==> config.mk <==
export PLATFORM = sky130hd
export DESIGN_NAME = multi_channel_input_debouncer_top
export DESIGN_NICKNAME = d
export VERILOG_FILES = /design/src/design/mcid_pkg.sv /design/src/design/multi_channel_input_debouncer_top.sv /design/src/design/mcid_lane.sv /design/src/design/mcid_merge.sv
export SDC_FILE = /design/constraint.sdc
export NUM_CORES = 1
export LEC_CHECK = 0
export BUFFER_PORTS_ARGS = -buffer_cell sky130_fd_sc_hd__buf_2
export CORE_UTILIZATION = 55
export CTS_BUF_LIST = sky130_fd_sc_hd__clkbuf_16
export CTS_CLUSTER_DIAMETER = 60
export DETAILED_ROUTE_END_ITERATION = 8
export GPL_ROUTABILITY_DRIVEN = 0
export PLACE_DENSITY = 0.72
export SYNTH_ARGS = -nofsm -noshare
export SYNTH_HDL_FRONTEND = slang
export SYNTH_HIERARCHICAL = 1
export SYNTH_SLANG_ARGS = --single-unit
==> constraint.sdc <==
create_clock -name i_clk -period 4 [get_ports i_clk]
set_input_delay 0.4 -clock i_clk [delete_from_list [all_inputs] [get_ports i_clk]]
set_output_delay 0.4 -clock i_clk [all_outputs]
set_load 0.005 [all_outputs]
==> src/design/mcid_pkg.sv <==
// Shared types and constants for the multi-channel input debouncer.
package mcid_pkg;

    // Default structure of the block.
    localparam int NUM_CHANNELS_DEF = 8;
    localparam int COUNT_WIDTH_DEF  = 14;

    // Fixed field widths.
    localparam int IN_W       = 8;
    localparam int THR_W      = 14;
    localparam int MAP_W      = 16;
    localparam int CFG_IDX_W  = 3;
    localparam int CFG_DATA_W = 16;
    localparam int MAP_CHANNELS = MAP_W / 2;

    // Register reset values.
    localparam logic [THR_W-1:0] RST_NORMAL_THR = THR_W'(100);
    localparam logic [THR_W-1:0] RST_FAST_THR   = THR_W'(50);
    localparam logic [THR_W-1:0] RST_SLOW_THR   = THR_W'(10000);
    localparam logic [MAP_W-1:0] RST_CLASS_MAP  = MAP_W'(18710);

    // Register indexes on the configuration port.
    localparam logic [CFG_IDX_W-1:0] REG_NORMAL_THR = CFG_IDX_W'(0);
    localparam logic [CFG_IDX_W-1:0] REG_FAST_THR   = CFG_IDX_W'(1);
    localparam logic [CFG_IDX_W-1:0] REG_SLOW_THR   = CFG_IDX_W'(2);
    localparam logic [CFG_IDX_W-1:0] REG_CLASS_MAP  = CFG_IDX_W'(3);

    // Channel class codes; the unused code behaves as normal.
    localparam logic [1:0] CLASS_NORMAL = 2'd0;
    localparam logic [1:0] CLASS_FAST   = 2'd1;
    localparam logic [1:0] CLASS_SLOW   = 2'd2;

    // The three thresholds that every lane chooses from.
    typedef struct packed {
        logic [THR_W-1:0] normal_thr;
        logic [THR_W-1:0] fast_thr;
        logic [THR_W-1:0] slow_thr;
    } t_thresholds;

    // One result item.
    typedef struct packed {
        logic [IN_W-1:0] debounced;
        logic [IN_W-1:0] rose;
        logic [IN_W-1:0] fell;
    } t_result;

endpackage

==> src/design/multi_channel_input_debouncer_top.sv <==
// Top level of the multi-channel input debouncer.
// Each input transfer is one sample tick of up to eight raw inputs. Every channel
// has its own lane with a saturating disagreement counter; when the count reaches
// the threshold of the channel's class (normal, fast or slow, set by the class
// map) the debounced bit flips. The block takes one transfer per clock cycle while
// its output buffer has room; each result is registered in that buffer, whose
// two entries (main and skid) let one further transfer in during an output
// stall. Configuration writes take effect on the next clock edge and must
// be made while the block is idle. No clearing pass follows reset.
module multi_channel_input_debouncer_top #(
    parameter int NUM_CHANNELS = mcid_pkg::NUM_CHANNELS_DEF,
    parameter int COUNT_WIDTH  = mcid_pkg::COUNT_WIDTH_DEF
) (
    input  logic                            i_clk,
    input  logic                            i_rst_n,
    input  logic                            i_valid,
    output logic                            o_ready,
    input  logic [mcid_pkg::IN_W-1:0]       i_raw_inputs,
    output logic                            o_valid,
    input  logic                            i_ready,
    output logic [mcid_pkg::IN_W-1:0]       o_debounced_inputs,
    output logic [mcid_pkg::IN_W-1:0]       o_rose_mask,
    output logic [mcid_pkg::IN_W-1:0]       o_fell_mask,
    input  logic                            i_cfg_we,
    input  logic [mcid_pkg::CFG_IDX_W-1:0]  i_cfg_index,
    input  logic [mcid_pkg::CFG_DATA_W-1:0] i_cfg_data
);

    mcid_pkg::t_thresholds        r_thr;
    logic [mcid_pkg::MAP_W-1:0]   r_class_map;
    logic                         step;
    logic [NUM_CHANNELS-1:0]      deb_cur;
    logic [NUM_CHANNELS-1:0]      deb_next;
    logic [mcid_pkg::IN_W-1:0]    out_cur;
    logic [mcid_pkg::IN_W-1:0]    out_next;
    mcid_pkg::t_result            result;

    // Configuration registers.
    always_ff @(posedge i_clk) begin
        if (!i_rst_n) begin
            r_thr.normal_thr <= mcid_pkg::RST_NORMAL_THR;
            r_thr.fast_thr   <= mcid_pkg::RST_FAST_THR;
            r_thr.slow_thr   <= mcid_pkg::RST_SLOW_THR;
            r_class_map      <= mcid_pkg::RST_CLASS_MAP;
        end else if (i_cfg_we) begin
            case (i_cfg_index)
                mcid_pkg::REG_NORMAL_THR: r_thr.normal_thr <= i_cfg_data[mcid_pkg::THR_W-1:0];
                mcid_pkg::REG_FAST_THR:   r_thr.fast_thr   <= i_cfg_data[mcid_pkg::THR_W-1:0];
                mcid_pkg::REG_SLOW_THR:   r_thr.slow_thr   <= i_cfg_data[mcid_pkg::THR_W-1:0];
                mcid_pkg::REG_CLASS_MAP:  r_class_map      <= i_cfg_data[mcid_pkg::MAP_W-1:0];
                default: begin
                end
            endcase
        end
    end

    assign step = i_valid & o_ready;

    // One lane per channel; channels past the input pins see a constant low.
    for (genvar ch = 0; ch < NUM_CHANNELS; ch++) begin : g_lane
        logic       lane_raw;
        logic [1:0] lane_class;

        if (ch < mcid_pkg::IN_W) begin : g_pin
            assign lane_raw = i_raw_inputs[ch];
        end else begin : g_nopin
            assign lane_raw = 1'b0;
        end

        if (ch < mcid_pkg::MAP_CHANNELS) begin : g_map
            assign lane_class = r_class_map[2*ch +: 2];
        end else begin : g_nomap
            assign lane_class = mcid_pkg::CLASS_NORMAL;
        end

        mcid_lane #(
            .COUNT_WIDTH(COUNT_WIDTH)
        ) u_lane (
            .i_clk      (i_clk),
            .i_rst_n    (i_rst_n),
            .i_step     (step),
            .i_raw      (lane_raw),
            .i_class    (lane_class),
            .i_thr      (r_thr),
            .o_deb      (deb_cur[ch]),
            .o_deb_next (deb_next[ch])
        );
    end

    // Map the lanes onto the eight output bits.
    for (genvar b = 0; b < mcid_pkg::IN_W; b++) begin : g_out
        if (b < NUM_CHANNELS) begin : g_used
            assign out_cur[b]  = deb_cur[b];
            assign out_next[b] = deb_next[b];
        end else begin : g_unused
            assign out_cur[b]  = 1'b0;
            assign out_next[b] = 1'b0;
        end
    end

    mcid_merge u_merge (
        .i_clk      (i_clk),
        .i_rst_n    (i_rst_n),
        .i_push     (step),
        .i_deb_cur  (out_cur),
        .i_deb_next (out_next),
        .o_room     (o_ready),
        .o_valid    (o_valid),
        .i_ready    (i_ready),
        .o_result   (result)
    );

    assign o_debounced_inputs = result.debounced;
    assign o_rose_mask        = result.rose;
    assign o_fell_mask        = result.fell;

endmodule

==> src/design/mcid_lane.sv <==
// One debounce lane: disagreement counter and debounced bit of one channel.
module mcid_lane #(
    parameter int COUNT_WIDTH = mcid_pkg::COUNT_WIDTH_DEF
) (
    input  logic                  i_clk,
    input  logic                  i_rst_n,
    input  logic                  i_step,
    input  logic                  i_raw,
    input  logic [1:0]            i_class,
    input  mcid_pkg::t_thresholds i_thr,
    output logic                  o_deb,
    output logic                  o_deb_next
);

    localparam int CMP_W = (COUNT_WIDTH > mcid_pkg::THR_W) ? COUNT_WIDTH : mcid_pkg::THR_W;
    localparam logic [COUNT_WIDTH-1:0] COUNT_MAX = {COUNT_WIDTH{1'b1}};

    logic                         r_deb;
    logic                         n_deb;
    logic [COUNT_WIDTH-1:0]       r_cnt;
    logic [COUNT_WIDTH-1:0]       n_cnt;
    logic [COUNT_WIDTH-1:0]       cnt_inc;
    logic [mcid_pkg::THR_W-1:0]   thr;
    logic                         disagree;
    logic                         hit;

    // Pick this channel's threshold from its class.
    always_comb begin
        case (i_class)
            mcid_pkg::CLASS_FAST: thr = i_thr.fast_thr;
            mcid_pkg::CLASS_SLOW: thr = i_thr.slow_thr;
            default:              thr = i_thr.normal_thr;
        endcase
    end

    // Saturating count and flip decision for this tick.
    always_comb begin
        disagree = i_raw ^ r_deb;
        cnt_inc  = (r_cnt == COUNT_MAX) ? r_cnt : r_cnt + COUNT_WIDTH'(1);
        hit      = CMP_W'(cnt_inc) >= CMP_W'(thr);
        n_deb    = r_deb;
        n_cnt    = '0;
        if (disagree) begin
            if (hit) begin
                n_deb = ~r_deb;
            end else begin
                n_cnt = cnt_inc;
            end
        end
    end

    // State advances once per accepted sample.
    always_ff @(posedge i_clk) begin
        if (!i_rst_n) begin
            r_deb <= 1'b0;
            r_cnt <= '0;
        end else if (i_step) begin
            r_deb <= n_deb;
            r_cnt <= n_cnt;
        end
    end

    assign o_deb      = r_deb;
    assign o_deb_next = n_deb;

endmodule

==> src/design/mcid_merge.sv <==
// Merge stage: edge masks from the lane outputs and a two-entry result buffer.
module mcid_merge (
    input  logic                      i_clk,
    input  logic                      i_rst_n,
    input  logic                      i_push,
    input  logic [mcid_pkg::IN_W-1:0] i_deb_cur,
    input  logic [mcid_pkg::IN_W-1:0] i_deb_next,
    output logic                      o_room,
    output logic                      o_valid,
    input  logic                      i_ready,
    output mcid_pkg::t_result         o_result
);

    mcid_pkg::t_result new_result;
    mcid_pkg::t_result r_main;
    mcid_pkg::t_result r_skid;
    logic              r_main_valid;
    logic              r_skid_valid;
    logic              pop;

    // Combine what the lanes found into one result.
    always_comb begin
        new_result.debounced = i_deb_next;
        new_result.rose      = i_deb_next & ~i_deb_cur;
        new_result.fell      = i_deb_cur & ~i_deb_next;
    end

    assign pop = r_main_valid & i_ready;

    // Valid flags of the main and skid entries.
    always_ff @(posedge i_clk) begin
        if (!i_rst_n) begin
            r_main_valid <= 1'b0;
            r_skid_valid <= 1'b0;
        end else begin
            if (pop) begin
                r_main_valid <= r_skid_valid | i_push;
                r_skid_valid <= 1'b0;
            end else if (i_push) begin
                r_main_valid <= 1'b1;
                r_skid_valid <= r_main_valid;
            end
        end
    end

    // Result payloads; the skid entry catches a transfer while main is stalled.
    always_ff @(posedge i_clk) begin
        if (pop) begin
            r_main <= r_skid_valid ? r_skid : new_result;
        end else if (i_push) begin
            if (r_main_valid) begin
                r_skid <= new_result;
            end else begin
                r_main <= new_result;
            end
        end
    end

    assign o_room   = ~r_skid_valid;
    assign o_valid  = r_main_valid;
    assign o_result = r_main;

endmodule
==> results.toml <==
[pwr]
p_sw_uw = 1370
finalPower_uw = 5360
p_seq_frac = 0.459
p_per_area_mw_per_mm2 = 303
vdd_drop_max_v = 0.000264
pwr-share-comb = 0.092
clock_power_share = 0.449
leakage_uw = 0.00719
p_int_uw = 3980
swShare = 0.257

[floorplan]
num_rows = 62
io_pins = 58
die_x_um = 174
die_h_um = 174
initial_utilization = 0.564
core-area_mm2 = 0.0290
die_area_mm2 = 0.0304

[clock_network]
cts_setup_buffers = 0
cts_tree = "yes"
cts_resized = 0
clkTransAtPathRegs_ps = 60
cts_root_buffer = "clkbuf_16"
postCtsHoldBufs = 0
cts_buffers = 27
cts.sinks = 228
clockBufferDepth = 3
clk_latency_ps = 540
h-tree-depth = 1

[cells_and_area]
syn2layout_area_growth_pct = 8.09
nets = 2038
final_common_cell = "nor2_1"
layout_common_cells = "209 x nor2_1, 193 x nand2_1, 180 x dfxtp_1"
diodes = 0
layout-drive-gt1-share = 0.138

[global_route]
antenna_found_initial = 0
gr-usage-all-layers = 0.289
overflow = 0
grt_max_degree = 68
grt_pass1_wl_mm = 70.7
first_global_vias = 13400

[synthesis]
synth_xor_area_frac = 0.0385
synth_mux_area_frac = 0.0934
ys.flop_type = "dfxtp_1"
syn-num-nets = 2004
ys_ff_latch = 228
async_flop_share = 0
synthSimpleGateAreaFrac = 0.209
syn-instance-count = 1836
synth-compound-area-share = 0.212
syn_area_mm2 = 0.0164
synth_edf_count = 48
syn_avg_cell_area_um2 = 8.91
synth-seq-area-share = 0.308
synth_top_family_by_area = "compound AO/OA/AOI/OAI gates"
synth.distinct_cells = 54
synth_warnings = 6
synthAdderAreaFrac = 0.104

[sta]
finalHoldViolCount = 0
worst_slack_ps = 445
rsz0062_at_grt = "no"
worstMarginPinSlew_ps = 1020
max_freq_mhz = 281
layout_min_cycle_time_ps = 3550
clock_skew_ps = 17.7
finalCritPeriodShare = 0.889
holdWs_ps = 102
tns_ps = 0
maxSlewHeadroom = 0.314
slew_violations = 0
setup_violations = 0

[job]
cap_violations = 0

[route]
wl_mm = 45.5
ant_nets = 0
vias = 14500
drc = 0
wire_per_inst_um = 20.0
routed_via_density = 6.37
dr.first_iter.drc_count = 1442
first_pass_iters = 6

[worst_setup_path]
cpMostUsedCell = "nand2_1"
crit_arrival_ps = 3840
path_buf_inv = 0
cp-start-kind = "flip-flop"
cp_max_fo = 6
slowest_stage = "dfxtp_1"
worst_ep_required_time_ps = 4290
slowest_delay_ps = 450
path_cells = "and4_1 -> nand4_2 -> nor2_4 -> or3_1 -> xnor2_1 -> ha_1 -> a211oi_1 -> o221ai_1 -> nand2_1 -> nand2_1 -> mux2_2 -> nor2b_1 -> mux2_4"
critPathKind = "flip-flop to flip-flop"
worstSetupEndpointType = "flip-flop"
path_delay_family = "simple AND/OR/NAND/NOR gates"

[placed_design]
portBuffers = 57
dpl_worst_slack_ps = 471
hpwl_mm = 31.0

[status]
outcome = "finished clean"

[hold_path]
hp-class = "input pin to flip-flop"
## layout make-up
| type | count | area, um2 |
|---|---|---|
| clock inverter | 21 | 180 |
| clock buffer | 27 | 676 |
| timing repair buffer | 72 | 400 |
| sequential | 228 | 5040 |
| inverter | 41 | 154 |
| fill | 2525 | 11300 |
| tap | 384 | 480 |
| multi-input combinational | 1500 | 10700 |
## synthesized netlist by cell type, drive strengths merged (9+ instances only)
cell | number | area, um2
o21ai | 33 | 165
mux2i | 66 | 661
nand3b | 24 | 180
mux2 | 65 | 867
a22oi | 112 | 841
nand4 | 40 | 350
xor2 | 48 | 420
nor2b | 44 | 275
buf | 10 | 121
nand3 | 16 | 80.1
and3 | 9 | 56.3
xnor2 | 24 | 210
a32oi | 48 | 420
edfxtp | 48 | 1440
a211oi | 24 | 220
ha | 136 | 1700
nor4b | 9 | 144
nor2 | 218 | 878
a31oi | 64 | 400
and2 | 33 | 226
a21oi | 160 | 801
nand2 | 193 | 724
and4 | 24 | 250
dfxtp | 180 | 3600
inv | 33 | 124
a22o | 32 | 280
clkbuf | 57 | 294
## flip-flops by register name, summed over array words and instances (netlist names)
register and flops:
g_lane.u_lane/r_cnt 112, r_thr 42, u_merge/o_result 24, u_merge/r_skid 24, r_class_map 16, g_lane.u_lane/o_deb 8, u_merge/o_valid 1, u_merge/r_skid_valid 1
## worst register-to-register path, stage by stage (launching register included)
cell	delay (ps)
dfxtp_1	450
and4_1	330
nand4_2	180
nor2_4	210
or3_1	150
xnor2_1	150
ha_1	300
a211oi_1	270
o221ai_1	250
nand2_1	150
nand2_1	70
mux2_2	350
nor2b_1	170
mux2_4	270
## power by group through the flow
stage	Sequential (uW)	Combinational, uW	Clock [uW]
detailed placement	2500	486	0
floorplan	2480	340	0
global placement	2500	473	0
finish	2460	495	2410
global route	2460	556	2530
CTS	2450	490	2450
## metrics by stage
step	util	std cells	instance area, um2
2_1_floorplan	-	1836	16400
3_3_place_gp	0.580	2225	16800
3_5_place_dp	0.580	2225	16800
4_1_cts	0.609	2273	17700
5_1_grt	0.609	2273	17700
6_report	0.609	2273	17700
## kinds of logic after synthesis
family	Yosys count
adders and majority gates	136
buffers and inverters	108
muxes	131
AOI/OAI and AO/OA	515
xor gates and xnor gates	72
DFF	228
and+or+nand+nor	646
## per-layer routing
metal	share of wire	vias to the layer above	track usage
li1	-	6990	-
met1	0.42	6739	0.385
met3	0.094	126	0.0619
met2	0.45	613	0.468
met5	0	-	0
met4	0.030	0	0.0841
## path summary, 6_finish.rpt
path | from | endpoint | slack [ps] | depth (start not counted)
max reg2reg | g_lane[5].u_lane/r_cnt[9] | u_merge/o_result[13] | 450 | 13
min reg2reg | r_class_map[10] | r_class_map[10] | 490 | 2
max | g_lane[5].u_lane/r_cnt[9] | u_merge/o_result[13] | 450 | 13
min | i_cfg_data[15] | r_class_map[15] | 100 | 3
Power figures use the tool's default switching activity.
